## src/rtl/kcfu_pkg.sv

```systemverilog
package kcfu_pkg;

    localparam int EdgeW   = 12;
    localparam int NumEdges = 4096;
    localparam int MaxLen  = 64;
    localparam int CntW    = 7;
    localparam int PtrW    = 6;

    typedef enum logic [1:0] {
        REQ_LOAD  = 2'd0,
        REQ_ENTRY = 2'd1,
        REQ_READ  = 2'd2,
        REQ_NONE  = 2'd3
    } req_t;

    localparam logic [1:0] ADDR_SCALE = 2'd0;
    localparam logic [1:0] ADDR_FUND  = 2'd1;

    typedef struct packed {
        logic        start;
        logic [63:0] dividend;
        logic [63:0] divisor;
    } div_req_t;

    typedef struct packed {
        logic        done;
        logic [63:0] quotient;
    } div_rsp_t;

endpackage

```

## src/rtl/kcfu_div.sv

```systemverilog
module kcfu_div (
    input  logic               clk,
    input  logic               rst_n,
    input  kcfu_pkg::div_req_t req,
    output kcfu_pkg::div_rsp_t rsp
);
    import kcfu_pkg::*;

    logic [63:0] quo_reg;
    logic [63:0] rem_reg;
    logic [63:0] den_reg;
    logic [6:0]  cnt_reg;
    logic        busy_reg;
    logic        done_reg;
    logic [64:0] trial;

    assign trial = {rem_reg, quo_reg[63]} - {1'b0, den_reg};

    always_ff @(posedge clk or negedge rst_n)
    begin
        if (!rst_n)
        begin
            busy_reg <= 1'b0;
            done_reg <= 1'b0;
            cnt_reg  <= '0;
        end
        else
        begin
            done_reg <= 1'b0;
            if (req.start)
            begin
                busy_reg <= 1'b1;
                cnt_reg  <= 7'd0;
                quo_reg  <= req.dividend;
                rem_reg  <= '0;
                den_reg  <= req.divisor;
            end
            else if (busy_reg)
            begin
                if (!trial[64])
                begin
                    rem_reg <= trial[63:0];
                    quo_reg <= {quo_reg[62:0], 1'b1};
                end
                else
                begin
                    rem_reg <= {rem_reg[62:0], quo_reg[63]};
                    quo_reg <= {quo_reg[62:0], 1'b0};
                end
                cnt_reg <= cnt_reg + 7'd1;
                if (cnt_reg == 7'd63)
                begin
                    busy_reg <= 1'b0;
                    done_reg <= 1'b1;
                end
            end
        end
    end

    assign rsp.done     = done_reg;
    assign rsp.quotient = quo_reg;

endmodule

```

## config.mk

```make
export PLATFORM = sky130hd
export DESIGN_NAME = kcfu_div
export DESIGN_NICKNAME = d
export VERILOG_FILES = /design/src/rtl/kcfu_pkg.sv /design/src/rtl/kcfu_div.sv
export SDC_FILE = /design/constraint.sdc
export NUM_CORES = 1
export LEC_CHECK = 0
export ABC_AREA = 1
export BUFFER_PORTS_ARGS = -buffer_cell sky130_fd_sc_hd__buf_4
export CAP_MARGIN = 30
export CORE_ASPECT_RATIO = 1.1
export CORE_MARGIN = 5
export CORE_UTILIZATION = 51
export DETAILED_ROUTE_END_ITERATION = 16
export PLACE_DENSITY = 0.72
export SLEW_MARGIN = 20
export SYNTH_ARGS = -nofsm -noshare
export SYNTH_HDL_FRONTEND = slang
export SYNTH_SLANG_ARGS = --single-unit
```

## constraint.sdc

```tcl
create_clock -name clk -period 4.2 [get_ports clk]
set_input_delay 0 -clock clk [delete_from_list [all_inputs] [get_ports clk]]
set_output_delay 0 -clock clk [all_outputs]
set_load 0.05 [all_outputs]
```

Word-level counts from Yosys, hierarchy flattened
Cells that the tools add are included.
{ "op_classes": {"n_reduce_logical": 3, "n_mux": 13, "n_addsub": 2, "n_eq_ne": 1} }
{ "op_table": {"columns": ["op", "n"], "rows": [
  ["two-way mux 64 bit", 4],
  ["subtractor 65 x 64 -> 65 bit", 1],
  ["two-way mux 7 bit", 2],
  ["adder 7 x 1 -> 7 bit (second input constant)", 1],
  ["equality test 7 x 6 -> 1 bit (second input constant)", 1],
  ["two-way mux 1 bit", 7],
  ["AND reduction 2 bit", 2],
  ["nonzero test 2 bit", 1]
]} }
{ "word_totals": {"output_inout_bits": 65, "register_bits": 201, "elab_cells": 25} }

Longest topological paths before layout
{ "depth": {"depth_word": 4, "depth_mapped": 21, "depth_no_buf": 19} }

Worst setup path before layout
No wires, ideal clock.
{ "synth_timing": {"kind": "register -> register", "start": "reg busy_reg", "end": "reg quo_reg[0] (enable)", "path_slack_ns": 0.394, "setup_time_ns": 0.487, "path_stages_with_launch": 4, "period_less_slack_ns": 3.806, "t_arrival_ns": 3.320, "cell_sequence": "dfrtp_1 nor2_1 clkbuf_1 nor2_1"} }
{ "synth_between": {"elab_chain_cells": 2} }
{ "synth_lines": {"columns": ["element", "line_no", "rtl"], "rows": [
  ["from (decl)", "kcfu_div.sv:13", "logic busy_reg;"],
  ["from (signal assigned)", "kcfu_div.sv:23", "busy_reg <= 1'b0;"],
  ["from (signal assigned)", "kcfu_div.sv:32", "busy_reg <= 1'b1;"],
  ["from (signal assigned)", "kcfu_div.sv:53", "busy_reg <= 1'b0;"],
  ["nonzero test 2 bit (no line)", null, null],
  ["AND reduction 2 bit (no line)", null, null],
  ["to (signal assigned)", "kcfu_div.sv:34", "quo_reg <= req.dividend;"],
  ["to (signal assigned)", "kcfu_div.sv:43", "quo_reg <= {quo_reg[62:0], 1'b1};"],
  ["to (signal assigned)", "kcfu_div.sv:48", "quo_reg <= {quo_reg[62:0], 1'b0};"],
  ["to (decl)", "kcfu_div.sv:9", "logic [63:0] quo_reg;"]
]} }
No other way between the ends.
A chain may end at the register's enable or synchronous reset.

Worst setup path after layout
{ "layout_timing": {"start": "reg quo_reg[63]", "end": "reg rem_reg[42] (data pin)"} }
{ "layout_between": {"elab_chain_cells": 3} }
{ "layout_lines": {"columns": ["element", "line_no", "rtl"], "rows": [
  ["subtractor 65 x 64 -> 65 bit", "kcfu_div.sv:17", "assign trial = {rem_reg, quo_reg[63]} - {1'b0, den_reg};"],
  ["two-way mux 64 bit", "kcfu_div.sv:40", "if (!trial[64])"],
  ["two-way mux 64 bit", "kcfu_div.sv:38", "else if (busy_reg)"],
  ["to (signal assigned)", "kcfu_div.sv:42", "rem_reg <= trial[63:0];"],
  ["to (signal assigned)", "kcfu_div.sv:47", "rem_reg <= {rem_reg[62:0], quo_reg[63]};"],
  ["to (decl)", "kcfu_div.sv:10", "logic [63:0] rem_reg;"]
]} }
No other way between the ends.

==> out/results.tsv <==
stage	metric	value	unit
logic_synthesis	synthDistinctLibCells	37	
routing	vias	14900	
final_layout	area_growth	24.8	%
status	status	complete, no violations	
routing	antenna_left	0	
critical_path	cp_max_fo	58	
routing	wl	47700	microns
grt	grt_usage	27.9	%
logic_synthesis	syn_nets	2502	
routing	routedWlPerCell	15.6	microns
timing	report.final.slew_viol_count	0	
place	hpwl	35500	microns
timing	relSlewSlack	36.0	%
clock_network	cts_buffer_depth	3	
routing	remaining_drc_errors	0	
timing	setup_tns	0	ns
final_layout	finish.utilization	63.9	%
clock_network	numCtsBuffers	22	
critical_path	crit_type	reg -> reg	
final_layout	finalNetCount	2815	
floorplanning	rows	67	
final_layout	antenna_cells	0	
final_layout	final_layout_size_suffix_gt1_share	12.8	%
floorplanning	core_area	0.0303	sq mm
clock_network	post_cts_buffers	0	
floorplanning	die_w	176	microns
logic_synthesis	synthCells	2305	
timing	hold-worst-slack	0.151	ns
place	place_area	0.0173	sq mm
floorplanning	initial_core_util	51.2	%
logic_synthesis	ys_seq_area_share	38.7	%
power	p_leak	10.6	nW
power	ir_drop	0.405	mV
timing	post-route-min-period	3.38	ns
routing	first_pass_iters	6	
place	dpl.cell_count	2878	
timing	setup_viol	0	
place	io_buffers	195	
clock_network	clock_sinks	201	
clock_network	htreeDepth	1	
job	max_cap_viol_count	0	
floorplanning	die-area	0.0340	sq mm
timing	clock.fmax	0.296	GHz
power	p_per_area	397	mW/mm^2
clock_network	cts_resized	0	
grt	grt_max_degree	74	
floorplanning	ios	196	
min_path	min_path_type	in -> reg	
routing	drtIter0Drc	848	
critical_path	required	4.48	ns
clock_network	insertion_delay	0.54	ns
grt	grt-ovfl-total	0	
clock_network	clk_pin_slew	0.06	ns
final_layout	n_fill_cell	2707	
logic_synthesis	syn_avg_cell_area	6.72	sq um
timing	skew	0.0213	ns
timing	fin_crit_sh	80.5	%
logic_synthesis	synthesis.area	0.0155	sq mm
final_layout	final_cells	3048	
grt	antenna_found_initial	0	
grt	grt_pass1_vias	14900	
timing	hold_violations	0	
routing	vias_per_cell	4.88	
grt	grt_pass1_wl	75600	microns
floorplanning	die_h	193	microns
critical_path	end_kind	register	
logic_synthesis	ys.warnings.count	0	
clock_network	cts_tree	done	
critical_path	crit_arrival	3.66	ns
critical_path	crit_path_start_kind	register	
timing	rsz0062_at_grt	false	
place	gp_congestion	1.03	
logic_synthesis	synth-seq-cells	201	
final_layout	fin_area	0.0193	sq mm
timing	tightest_slew	0.957	ns
clock_network	clockRootBuffer	clkbuf_16	
## where the power goes
group          leakage (nW)  switching (mW)  internal (mW)
registers              2.00           0.136           2.46
clock network         0.362           0.855           1.15
logic                  8.26            2.03           1.05
## critical path, cell delays in order, from the launching register on
cell,delay (ns)
edfxtp_1,0.34
inv_1,0.08
ha_1,0.23
fa_1,0.41
inv_1,0.12
nand2_1,0.06
nand2_1,0.07
nand3_1,0.08
nand2_2,0.12
nand2_1,0.07
nand2_2,0.11
nand2_1,0.08
nand2_2,0.09
nand2_2,0.08
nand2_2,0.08
nand2_2,0.13
nand2_4,0.62
nand2_1,0.19
nand3_2,0.10
nand2_1,0.06
## through the flow
stage / worst slack [ns] / power, mW
final: 0.817 / 7.68
after global routing: 0.554 / 8.17
after CTS: 0.817 / 7.68
after detailed placement: 0.864 / 5.57
after global placement: 0.968 / 5.52
after floorplan: 0.394 / 4.80
## timing repair
item | 4_1_cts | 5_1_grt
endpoints found under the hold margin | 142 | 0
endpoints found under the setup margin | 0 | 0
hold buffers | 130 | 0
## cell families (layout without fill, tap and decap cells)
group | Yosys count | after routing | synth area share, %
and+or+nand+nor | 1377 | 1377 | 37.4
xor gates and xnor gates | 31 | 31 | 1.75
DFF | 201 | 201 | 38.7
adders and majority gates | 66 | 66 | 5.38
AOI/OAI and AO/OA | 73 | 73 | 2.49
buffers and inverters | 557 | 886 | 14.3
## path summary, 6_finish.rpt
kind / startpoint / endpoint / slack, ns / depth (start not counted)
worst max-delay path: quo_reg[63] / rem_reg[42] / 0.82 / 19
worst min-delay path: req[128] / cnt_reg[2] / 0.15 / 2
worst max register to register: quo_reg[63] / rem_reg[42] / 0.82 / 19
worst min register to register: cnt_reg[6] / done_reg / 0.49 / 1
max in group asynchronous: rst_n / done_reg / 3.00 / 3
min in group asynchronous: rst_n / cnt_reg[6] / 0.79 / 3
## cells in the mapped netlist (all sizes together)
cell type	instances	area, sq um
fa	1	20.0
xnor2	26	228
dfrtp	9	225
and3	2	12.5
a221o	1	10.0
nand3b	7	52.6
inv	513	1930
a21oi	52	264
ha	65	813
nor2	112	450
a211oi	1	7.51
nand4	9	56.3
buf	23	210
and2	1	6.26
edfxtp	192	5770
o21bai	2	15.0
nor4	5	37.5
a31o	1	8.76
o21ai	16	80.1
nand2	1101	4370
xor2	5	43.8
nor3	12	60.1
clkbuf	21	78.8
nand3	128	746
## cell type report
class                      count  area [sq um]  area share (%)
clock inverter                18           193           0.997
sequential                   201          5990            31.0
tap                          414           518            2.68
multi-input combinational   1547          7310            37.8
timing repair buffer         333          2840            14.7
clock buffer                  22           551            2.85
inverter                     513          1930            9.96
## cells in the final DEF (no fill, tap or decap), types with 2 or more instances in the layout
cell           netlist  routed
a21oi_1             51      51
and3_1               2       2
buf_4                1     202
bufinv_16            0       3
clkbuf_16            0      22
clkinv_1             0       4
clkinv_2             0       5
clkinv_4             0       3
clkinvlp_4           0       2
dfrtp_1              9       9
dlygate4sd3_1        0     130
edfxtp_1           192     192
ha_1                65      65
inv_1              507     505
inv_2                6       7
nand2_1           1047    1047
nand2_2             33      32
nand2_4             21      22
nand3_1            107     107
nand3_2             21      21
nand3b_1             7       7
nand4_1              9       9
nor2_1             102      99
nor2_2               9       9
nor2_4               1       4
nor3_1              12      12
nor4_1               4       4
o21ai_0             15      15
o21bai_1             2       2
xnor2_1             26      26
xor2_1               5       5
## layer usage
metal | wire length, microns | track usage [%] | vias up
met5 | 0 | 0 | -
met4 | 1940 | 10.1 | 0
met3 | 3330 | 4.58 | 99
met2 | 22600 | 49.1 | 516
met1 | 19800 | 34.6 | 6694
li1 | - | - | 7552
No activity file was read; power rests on OpenSTA's default activity.
